### config.mk
export PLATFORM = sky130hd
export DESIGN_NAME = tjac_div
export DESIGN_NICKNAME = d
export VERILOG_FILES = /design/src/hw/rtl/triangle_jacobian_from_edge_lengths_defines.svh /design/src/hw/rtl/tjac_div.sv
export SDC_FILE = /design/constraint.sdc
export NUM_CORES = 2
export LEC_CHECK = 0
export BUFFER_PORTS_ARGS = -buffer_cell sky130_fd_sc_hd__buf_2
export CELL_PAD_IN_SITES_DETAIL_PLACEMENT = 0
export CELL_PAD_IN_SITES_GLOBAL_PLACEMENT = 1
export CORE_MARGIN = 4
export CORE_UTILIZATION = 35
export CTS_BUF_LIST = sky130_fd_sc_hd__clkbuf_4
export CTS_CLUSTER_DIAMETER = 50
export DETAILED_ROUTE_END_ITERATION = 6
export GPL_TIMING_DRIVEN = 0
export PLACE_DENSITY = 0.68
export SKIP_LAST_GASP = 1
export SLEW_MARGIN = 5
export SYNTH_ARGS = -nofsm -noshare
export SYNTH_HDL_FRONTEND = slang
export SYNTH_SLANG_ARGS = --single-unit
### constraint.sdc
create_clock -name clk -period 3.9 [get_ports clk]
set_input_delay 0.585 -clock clk [delete_from_list [all_inputs] [get_ports clk]]
set_output_delay 0.585 -clock clk [all_outputs]
set_load 0.02 [all_outputs]
### src/hw/rtl/triangle_jacobian_from_edge_lengths_defines.svh
// Assertion macros for the triangle Jacobian block.
`ifndef TRIANGLE_JACOBIAN_FROM_EDGE_LENGTHS_DEFINES_SVH
`define TRIANGLE_JACOBIAN_FROM_EDGE_LENGTHS_DEFINES_SVH

`ifndef SYNTH
`define TJ_ASSERT_IMPLIES(lbl, ck, rs, ante, cons) \
  lbl: assert property (@(posedge ck) disable iff (rs) (ante) |-> (cons)) \
    else $error("tjac: implication check failed");
`define TJ_ASSERT_NEXT(lbl, ck, rs, ante, cons) \
  lbl: assert property (@(posedge ck) disable iff (rs) (ante) |=> (cons)) \
    else $error("tjac: next-cycle check failed");
`else
`define TJ_ASSERT_IMPLIES(lbl, ck, rs, ante, cons)
`define TJ_ASSERT_NEXT(lbl, ck, rs, ante, cons)
`endif

`endif

### src/hw/rtl/tjac_div.sv
module tjac_div #(
  parameter int NW = 49,
  parameter int DW = 25,
  parameter int QB = 24,
  parameter int SW = 1
) (
  input  logic          clk,
  input  logic          rst,
  input  logic          in_valid,
  input  logic [NW-1:0] num,
  input  logic [DW-1:0] den,
  input  logic [SW-1:0] side_in,
  output logic          out_valid,
  output logic [QB-1:0] quo,
  output logic          ovf,
  output logic [SW-1:0] side_out
);

  localparam int TW = NW - QB;
  localparam int MW = (TW > DW ? TW : DW) + 1;

  logic          vld  [QB+1];
  logic [DW-1:0] rem  [QB+1];
  logic [QB-1:0] low  [QB+1];
  logic [QB-1:0] quos [QB+1];
  logic [DW-1:0] dvs  [QB+1];
  logic          ovs  [QB+1];
  logic [SW-1:0] sds  [QB+1];
  logic [DW:0]   shf  [QB];
  logic          ge   [QB];
  logic          ovf0;

  always_comb begin
    ovf0 = MW'(num[NW-1:QB]) >= MW'(den);
    for (int j = 0; j < QB; j++) begin
      shf[j] = {rem[j], low[j][QB-1]};
      ge[j]  = shf[j] >= {1'b0, dvs[j]};
    end
  end

  always_ff @(posedge clk) begin
    if (rst) begin
      for (int j = 0; j <= QB; j++) vld[j] <= 1'b0;
    end else begin
      vld[0] <= in_valid;
      for (int j = 0; j < QB; j++) vld[j+1] <= vld[j];
    end
  end

  always_ff @(posedge clk) begin
    rem[0]  <= DW'(num[NW-1:QB]);
    low[0]  <= num[QB-1:0];
    quos[0] <= '0;
    dvs[0]  <= den;
    ovs[0]  <= ovf0;
    sds[0]  <= side_in;
    for (int j = 0; j < QB; j++) begin
      rem[j+1]  <= ge[j] ? DW'(shf[j] - {1'b0, dvs[j]}) : shf[j][DW-1:0];
      low[j+1]  <= low[j] << 1;
      quos[j+1] <= {quos[j][QB-2:0], ge[j]};
      dvs[j+1]  <= dvs[j];
      ovs[j+1]  <= ovs[j];
      sds[j+1]  <= sds[j];
    end
  end

  assign out_valid = vld[QB];
  assign quo       = quos[QB];
  assign ovf       = ovs[QB];
  assign side_out  = sds[QB];

endmodule

==> metrics.yaml <==
pwr:
  leakagePower_nw: 40.62
  powerDensity_nw_per_um2: 918.9
  total_power_mw: 81.01
  peakVddDrop_v: 0.0003651
cells_and_area:
  layout_common_cells: "dfxtp_1 (1871), inv_1 (811), clkbuf_4 (698)"
  finalNetCount: 9135
  final_common_cell: "dfxtp_1"
  syn2layout_area_growth_pct: 16.41
  design_area_um2: 88160
  layout-drive-gt1-share_pct: 14.87
worst_setup_path:
  worstSetupEndpointType: "flip-flop"
  crit_chain: "inv_2 -> ha_2 -> inv_1 -> fa_2 -> a211oi_2 -> o21bai_1 -> a211o_1 -> a211oi_4 -> o31ai_4 -> a21o_1 -> a211o_1 -> a21o_1 -> buf_4 -> buf_6 -> mux2_2"
  path_class: "reg2reg"
  critPathMaxFanout: 10
  worstPathArrival_ns: 5.00
  crit_path_start_kind: "flip-flop"
  slowest_stage: "a211o_1"
  worst-endpoint-required_ns: 5.15
  max_stage_delay_ns: 0.38
timing:
  slew_viol_final: 0
  tns_ns: 0
  hold_viol: 0
  worst_hold_slack_ns: 0.2258
  fin_worst_skew_ns: 0.1607
  timing.fmax_mhz: 266.8
  period_needed_ns: 3.748
  timing.slew.headroom_pct: 28.60
  tightest_slew_ns: 1.044
  setup_violations: 0
  rsz0062_at_grt: "yes"
  period_share_pct: 96.10
synth:
  seq_area_frac_synth_pct: 49.56
  synth_top_flop_cell: "dfxtp_1"
  synth_cell_types: 94
  ys_async_sr_fraction_pct: 0
  synth_edf_count: 0
  avgSynthCellArea_um2: 9.928
  syn_inst: 7628
  synth_nets: 8354
  ys_warn_count: 0
  synth_area_um2: 75730
  ys_seq_elements: 1875
floorplanning:
  die_height_um: 473.2
  ioPinCount: 105
  die_w_um: 473.2
  fp-row-count: 170
  start_util_pct: 35.25
  core_area_um2: 214800
  dieArea_um2: 223900
route:
  post_drt_wl_per_cell_um: 15.79
  routed-via-count: 54729
  via_per_inst: 4.713
  totalWireLength_mm: 183.3
  drtAntennaViolNets: 0
  firstDrtPassIters: 5
  drt_iter0_markers: 2984
  route.detailed.drc: 0
clocking:
  clockBufferDepth: 4
  htreeDepth: 5
  clk_pin_slew_ns: 0.07
  cts-root-buf: "clkbuf_4"
  clk_latency_ns: 1.39
  cts.sinks: 1875
  cts_tree: "built"
  cts_inserted_buffers: 496
min_path:
  hp-class: "reg2reg"
grt:
  antenna_found_initial: 3
  grt_pass1_vias: 55461
  grt_max_degree: 21
  globalRouteOverflowTotal: 0
  grt_usage_pct: 16.15
  grt_first_pass_wirelength_mm: 291.1
flow_run:
  drv_cap: 0
place:
  port_buffers: 104
  gp_congestion: 0.8925
  dpl_cell_area_um2: 79800
  hpwl_mm: 140.5
run_status:
  outcome: "complete, no violations"
[layout make-up]
cell class,instances,area (um2)
Tap cell,2838,3551
Fill cell,21336,126700
Clock inverter,163,923.4
Buffer,150,854.6
Sequential cell,1875,37540
Multi-Input combinational cell,4784,34710
Clock buffer,691,5187
Antenna cell,10,25.02
Timing Repair Buffer,288,2308
Inverter,814,3055
[worst max-delay path: cells and delay by family, from the launching register on]
family	cells	cell delay [ns]
adder cells (fa/ha/maj)	2	0.58
multiplexers	1	0.29
flip-flops	1	0.32
buffers and inverters	4	0.54
AO/OA/AOI/OAI	8	1.86
[flip-flops by register name, indices dropped and copies added, names as in the netlist]
name / cells
dvs: 600
rem: 600
low: 300
quos: 300
ovs: 25
sds: 25
vld: 25
[cells by family (layout without fill, tap and decap cells)]
family / count (synthesis) / in the layout / synth area share (%)
adder cells (fa/ha/maj): 648 / 648 / 10.93
buffers and inverters: 969 / 2106 / 5.047
XOR/XNOR: 465 / 465 / 5.378
AO/OA/AOI/OAI: 1861 / 1861 / 15.46
other: 0 / 10 / 0
AND/OR/NAND/NOR: 1541 / 1541 / 9.561
multiplexers: 269 / 269 / 4.054
flip-flops: 1875 / 1875 / 49.56
[routing by layer]
metal	wire length [um]	track usage [%]	vias to the layer above
met3	8397	3.412	324
met1	82950	20.18	25135
met4	5400	6.116	0
met5	0	0	-
li1	-	-	28109
met2	86580	27.30	1161
[Yosys cell counts, types with 15 or more instances]
cell type | n | area, um2
dfxtp_1 | 1875 | 37540
fa_1 | 23 | 460.4
o21bai_1 | 77 | 578.1
inv_1 | 812 | 3048
mux2_2 | 230 | 2590
buf_4 | 29 | 217.7
buf_2 | 16 | 80.08
nor2_1 | 473 | 1775
mux2_4 | 18 | 270.3
or3_1 | 43 | 269.0
or2_2 | 23 | 143.9
a2111oi_0 | 15 | 131.4
and2_1 | 27 | 168.9
a211o_1 | 16 | 140.1
a21boi_0 | 25 | 187.7
nand4_1 | 96 | 600.6
a21oi_1 | 642 | 3213
o21ai_0 | 379 | 1897
nand3_1 | 114 | 570.6
a211oi_1 | 63 | 473.0
and3_1 | 35 | 219.0
o31ai_1 | 42 | 315.3
ha_1 | 625 | 7820
o21a_1 | 71 | 533.0
xor2_1 | 177 | 1550
o211ai_1 | 37 | 277.8
mux2i_1 | 21 | 210.2
clkbuf_1 | 99 | 371.6
nand2b_1 | 66 | 412.9
a21o_1 | 277 | 2079
nor4_1 | 22 | 137.6
nand2_1 | 428 | 1607
nor3_1 | 87 | 435.4
a31oi_1 | 58 | 362.9
xnor2_1 | 288 | 2522
nor2b_1 | 81 | 506.7
[path summary, 6_finish.rpt]
| kind | slack [ns] | to | cells after the start | startpoint |
|---|---|---|---|---|
| max | 0.15 | rem[2][32] | 15 | low[2][23] |
| max reg2reg | 0.15 | rem[2][32] | 15 | low[2][23] |
| min reg2reg | 0.23 | low[2][41] | 0 | low[2][16] |
| min | 0.23 | low[2][41] | 0 | low[2][16] |
[power breakdown]
part	total, mW	switching, mW	internal (mW)
clock network	16.5	7.71	8.78
registers	27.5	2.91	24.6
logic	37.0	20.6	16.4
[metrics by stage]
step	util (%)	setup slack, ns	cells
CTS	40.84	-0.004872	11588
floorplan	-	0.4708	7628
global placement	37.15	-0.8218	10570
finish	41.04	0.1520	11613
global route	41.04	-0.02418	11613
detailed placement	37.15	-0.7483	10570
[timing repair]
action	in CTS	in global routing
hold buffers	155	0
pin swaps	10	17
resized for setup	58	80
hold endpoints to repair	101	0
gates cloned	0	2
buffers inserted	11	16
endpoints found under the setup margin	397	390
(Power assumes the default switching activity.)
