## config.mk

```make
export PLATFORM = sky130hd
export DESIGN_NAME = tjac_sqrt
export DESIGN_NICKNAME = d
export VERILOG_FILES = /design/src/hw/rtl/triangle_jacobian_from_edge_lengths_defines.svh /design/src/hw/rtl/tjac_sqrt.sv
export SDC_FILE = /design/constraint.sdc
export NUM_CORES = 2
export LEC_CHECK = 0
export ABC_CLOCK_PERIOD_IN_PS = 4400
export BUFFER_PORTS_ARGS = -buffer_cell sky130_fd_sc_hd__buf_2
export CAP_MARGIN = 5
export CORE_UTILIZATION = 60
export DETAILED_ROUTE_END_ITERATION = 6
export GPL_TIMING_DRIVEN = 0
export PLACE_DENSITY = 0.76
export SYNTH_ARGS = -nofsm -noshare
export SYNTH_HDL_FRONTEND = slang
export SYNTH_SLANG_ARGS = --single-unit
```

## constraint.sdc

```tcl
create_clock -name clk -period 4.4 [get_ports clk]
set_input_delay 0.88 -clock clk [delete_from_list [all_inputs] [get_ports clk]]
set_output_delay 0.88 -clock clk [all_outputs]
set_load 0.01 [all_outputs]
```

## src/hw/rtl/triangle_jacobian_from_edge_lengths_defines.svh

```systemverilog
// Assertion macros for the triangle Jacobian block.
`ifndef TRIANGLE_JACOBIAN_FROM_EDGE_LENGTHS_DEFINES_SVH
`define TRIANGLE_JACOBIAN_FROM_EDGE_LENGTHS_DEFINES_SVH

`ifndef SYNTH
`define TJ_ASSERT_IMPLIES(lbl, ck, rs, ante, cons) \
  lbl: assert property (@(posedge ck) disable iff (rs) (ante) |-> (cons)) \
    else $error("tjac: implication check failed");
`define TJ_ASSERT_NEXT(lbl, ck, rs, ante, cons) \
  lbl: assert property (@(posedge ck) disable iff (rs) (ante) |=> (cons)) \
    else $error("tjac: next-cycle check failed");
`else
`define TJ_ASSERT_IMPLIES(lbl, ck, rs, ante, cons)
`define TJ_ASSERT_NEXT(lbl, ck, rs, ante, cons)
`endif

`endif

```

## src/hw/rtl/tjac_sqrt.sv

```systemverilog
module tjac_sqrt #(
  parameter int RW = 24,
  parameter int SW = 1
) (
  input  logic            clk,
  input  logic            rst,
  input  logic            in_valid,
  input  logic [2*RW-1:0] rad,
  input  logic [SW-1:0]   side_in,
  output logic            out_valid,
  output logic [RW-1:0]   root,
  output logic [SW-1:0]   side_out
);

  localparam int RMW = RW + 1;

  logic            vld  [RW+1];
  logic [RMW-1:0]  rem  [RW+1];
  logic [RW-1:0]   rts  [RW+1];
  logic [2*RW-1:0] radl [RW+1];
  logic [SW-1:0]   sds  [RW+1];
  logic [RW+2:0]   shf  [RW];
  logic [RW+1:0]   trial[RW];
  logic            ge   [RW];

  always_comb begin
    for (int j = 0; j < RW; j++) begin
      shf[j]   = {rem[j], radl[j][2*RW-1 -: 2]};
      trial[j] = {rts[j], 2'b01};
      ge[j]    = shf[j] >= {1'b0, trial[j]};
    end
  end

  always_ff @(posedge clk) begin
    if (rst) begin
      for (int j = 0; j <= RW; j++) vld[j] <= 1'b0;
    end else begin
      vld[0] <= in_valid;
      for (int j = 0; j < RW; j++) vld[j+1] <= vld[j];
    end
  end

  always_ff @(posedge clk) begin
    rem[0]  <= '0;
    rts[0]  <= '0;
    radl[0] <= rad;
    sds[0]  <= side_in;
    for (int j = 0; j < RW; j++) begin
      rem[j+1]  <= ge[j] ? RMW'(shf[j] - {1'b0, trial[j]}) : shf[j][RMW-1:0];
      rts[j+1]  <= {rts[j][RW-2:0], ge[j]};
      radl[j+1] <= radl[j] << 2;
      sds[j+1]  <= sds[j];
    end
  end

  assign out_valid = vld[RW];
  assign root      = rts[RW];
  assign side_out  = sds[RW];

endmodule

```

==> results.cfg <==
[yosys]
netlist_instances = 5012
synth-async-reset-ratio_pct = 0
synth_enable_flop_cells = 0
synth_nets = 5389
sequential_cell_area_fraction_in_the_yosys_report_pct = 57.04
synth_cell_types = 83
synth_seq_cells = 1493
synth_top_flop_cell = sky130_fd_sc_hd__dfxtp_1
synth-warning-count = 0
avgSynthCellArea_um2 = 10.46
synth.cell_area_mm2 = 0.05240

[clock_network]
clk_pin_slew_worst_paths_ns = 0.06
cts.sink_count = 1493
cts.hold.buffers_added = 0
deepest_level_of_the_cts_h_tree = 4
ctsLongestPathBuffers = 3
cts_made_buffers = 143
post_cts_resize_count = 0
cts-root-buf = sky130_fd_sc_hd__clkbuf_16
clk_latency_ns = 0.75
cts_tree = built
post_cts_buffers = 0

[floorplan]
ioPinCount = 78
chipWidth_um = 297.5
rows = 108
core-area_mm2 = 0.08662
area_enclosed_by_the_die_boundary_mm2 = 0.08853
initial_utilization_pct = 60.50
die_h_um = 297.5

[sta]
timing.setup.tns_ns = 0
setup-violations-final = 0
tightestPinTransition_ns = 1.179
setup_repair_after_global_routing_missed_its_margin = no
finalClockSkew_ns = 0.04712
ratio_of_final_minimum_period_to_clock_period_pct = 93.43
final.min_clock_period_ns = 4.111
finalHoldViolCount = 0
final-max-slew-violation-count = 0
maxClockFrequency_mhz = 243.3
finalHoldWorstSlack_ns = 0.2212
max-slew-margin-rel_pct = 21.07

[final_layout]
syn_to_final_growth_pct = 13.61
layout.cells.most_common = sky130_fd_sc_hd__dfxtp_1
design_area_mm2 = 0.05954
final_stage_net_count = 5611
post_route_cells_drive_above_1_share_pct = 7.931
layout.cells.most_common_list = sky130_fd_sc_hd__dfxtp_1, sky130_fd_sc_hd__inv_1, sky130_fd_sc_hd__ha_1
postLayoutCoreUtil_pct = 68.73

[run_status]
outcome = complete, no violations

[route]
post_drt_wl_per_cell_um = 15.13
detail_route.iter0.violations = 2268
drt-vias-per-instance = 5.283
dr_total_vias = 34360
metal2_wl_um = 44870
topRoutingLayerUsed = met5
wl_met3_um = 5394
ant_nets = 0
routedLengthMet1_um = 45880
drt_pre_antenna_iters = 5
detail_route.drc_violations = 0
totalWireLength_um = 98420

[pwr]
vdd.ir_drop.worst_mv = 0.4935
p_int_mw = 26.01
switching_power_as_a_share_of_total_power_pct = 26.90
sequentialPowerShare_pct = 48.0
power.combinational.fraction_pct = 14.8
power.density_mw_per_mm2 = 597.6
p_sw_mw = 9.569
leakagePower_nw = 28.13
power_frac_clock_pct = 37.2

[critical_path]
worst-endpoint-required_ns = 4.97
critPathMaxFanout = 10
criticalPathCategory = reg2reg
critPathCaptureType = flip-flop
cp-start-kind = flip-flop
wp_data_arrival_ns = 4.69

[placement]
dpl_cell_area_mm2 = 0.05423
portBuffers = 77
post_dp_hpwl_um = 70810
gp_routability_congestion = 0.9305

[global_route]
grt.total_usage_pct = 22.35
number_of_global_route_vias_before_repair = 33890
antenna_found_initial = 5
largest_net_degree_at_the_start_of_global_routing = 18
grt_pass1_wl_um = 163500
overflow = 0

[min_path]
worstHoldPathType = in2reg

[run]
max_cap_viol_count = 0
cells by family (layout without fill, tap and decap cells):
group	count (synthesis)	count (layout)	synth area share, %
adder cells (fa/ha/maj)	325	325	7.760
AND/OR/NAND/NOR	1231	1231	11.77
flip-flops	1493	1493	57.04
multiplexers	46	46	0.9622
AO/OA/AOI/OAI	960	960	11.32
other	1	3	0.007156
XOR/XNOR	431	431	7.203
buffers and inverters	525	859	3.940
worst max-delay path: stages (launching register included):
cell and delay [ns]:
sky130_fd_sc_hd__dfxtp_1 0.32, sky130_fd_sc_hd__inv_1 0.04, sky130_fd_sc_hd__ha_1 0.33, sky130_fd_sc_hd__o21a_1 0.18, sky130_fd_sc_hd__o22ai_1 0.18, sky130_fd_sc_hd__o31ai_1 0.60
sky130_fd_sc_hd__o221ai_1 0.26, sky130_fd_sc_hd__and3_1 0.26, sky130_fd_sc_hd__o2111ai_2 0.51, sky130_fd_sc_hd__clkbuf_1 0.56, sky130_fd_sc_hd__clkbuf_1 0.55, sky130_fd_sc_hd__a21oi_1 0.14
metal layers:
layer | GRT usage (%) | vias to the layer above
met5 | 0 | -
met4 | 6.971 | 2
met3 | 4.178 | 166
met2 | 36.39 | 794
met1 | 30.06 | 15990
li1 | - | 17410
synthesized netlist by cell type (all sizes together), types with 9 or more instances:
cell | n | area, um^2
mux2i | 11 | 110.1
o21ai | 263 | 1316
nand2 | 310 | 1164
nor2b | 66 | 412.9
buf | 29 | 202.7
nor3 | 124 | 625.6
o21a | 67 | 503.0
o21bai | 25 | 187.7
nor3b | 11 | 82.58
nand3b | 23 | 176.4
xor2 | 194 | 1699
nor4 | 55 | 356.6
and3 | 32 | 200.2
a21oi | 289 | 1446
inv | 422 | 1584
o2111ai | 10 | 93.84
clkbuf | 73 | 274.0
mux2 | 35 | 394.1
ha | 325 | 4066
and2 | 16 | 100.1
nor2 | 278 | 1049
a31oi | 20 | 125.1
or2 | 27 | 168.9
xnor2 | 237 | 2076
o211ai | 12 | 100.1
a211oi | 17 | 127.6
dfxtp | 1493 | 29890
or4 | 35 | 266.5
a2111oi | 9 | 78.83
o31ai | 39 | 292.8
nand4 | 38 | 237.7
nand3 | 77 | 385.4
a21boi | 13 | 97.59
a21o | 129 | 968.4
or3 | 45 | 281.5
nand2b | 67 | 419.2
registers in the layout, indices dropped and copies added, names as in the netlist:
name / count
radl: 600
rem: 543
rts: 300
sds: 25
vld: 25
final cells by class:
| class | count | area [um^2] |
|---|---|---|
| Antenna cell | 2 | 5.005 |
| Buffer | 102 | 476.7 |
| Clock buffer | 188 | 3968 |
| Clock inverter | 69 | 1323 |
| Fill cell | 6299 | 27080 |
| Inverter | 423 | 1588 |
| Multi-Input combinational cell | 2994 | 20460 |
| Sequential cell | 1493 | 29890 |
| Tap cell | 1155 | 1445 |
| Timing Repair Buffer | 77 | 385.4 |
power by group through the flow:
| stage | combinational (mW) | clock, mW | sequential, mW |
|---|---|---|---|
| 2_1_floorplan | 4.19 | 0 | 16.8 |
| 3_3_place_gp | 5.06 | 0 | 17.3 |
| 3_5_place_dp | 5.17 | 0 | 17.4 |
| 4_1_cts | 5.23 | 13.5 | 17.1 |
| 5_1_grt | 5.95 | 14.1 | 17.3 |
| 6_report | 5.25 | 13.2 | 17.1 |
metrics by stage:
stage | total power [mW] | setup slack [ns] | std cells
6_report | 35.58 | 0.2892 | 6503
5_1_grt | 37.41 | 0.04788 | 6501
4_1_cts | 35.86 | 0.3110 | 6501
3_5_place_dp | 22.54 | 0.3763 | 6244
3_3_place_gp | 22.39 | 0.4533 | 6244
2_1_floorplan | 21.03 | 1.339 | 5012
path summary, 6_finish.rpt:
path | slack [ns] | from | depth (start not counted) | endpoint
max reg2reg | 0.29 | rts[1][48]$_DFF_P_ | 11 | rem[2][79]$_DFF_P_
max | 0.29 | rts[1][48]$_DFF_P_ | 11 | rem[2][79]$_DFF_P_
min | 0.22 | rad[45] | 1 | radl[0][45]$_DFF_P_
min reg2reg | 0.32 | radl[0][332]$_DFF_P_ | 0 | radl[0][382]$_DFF_P_
Power figures use the tool's default switching activity.
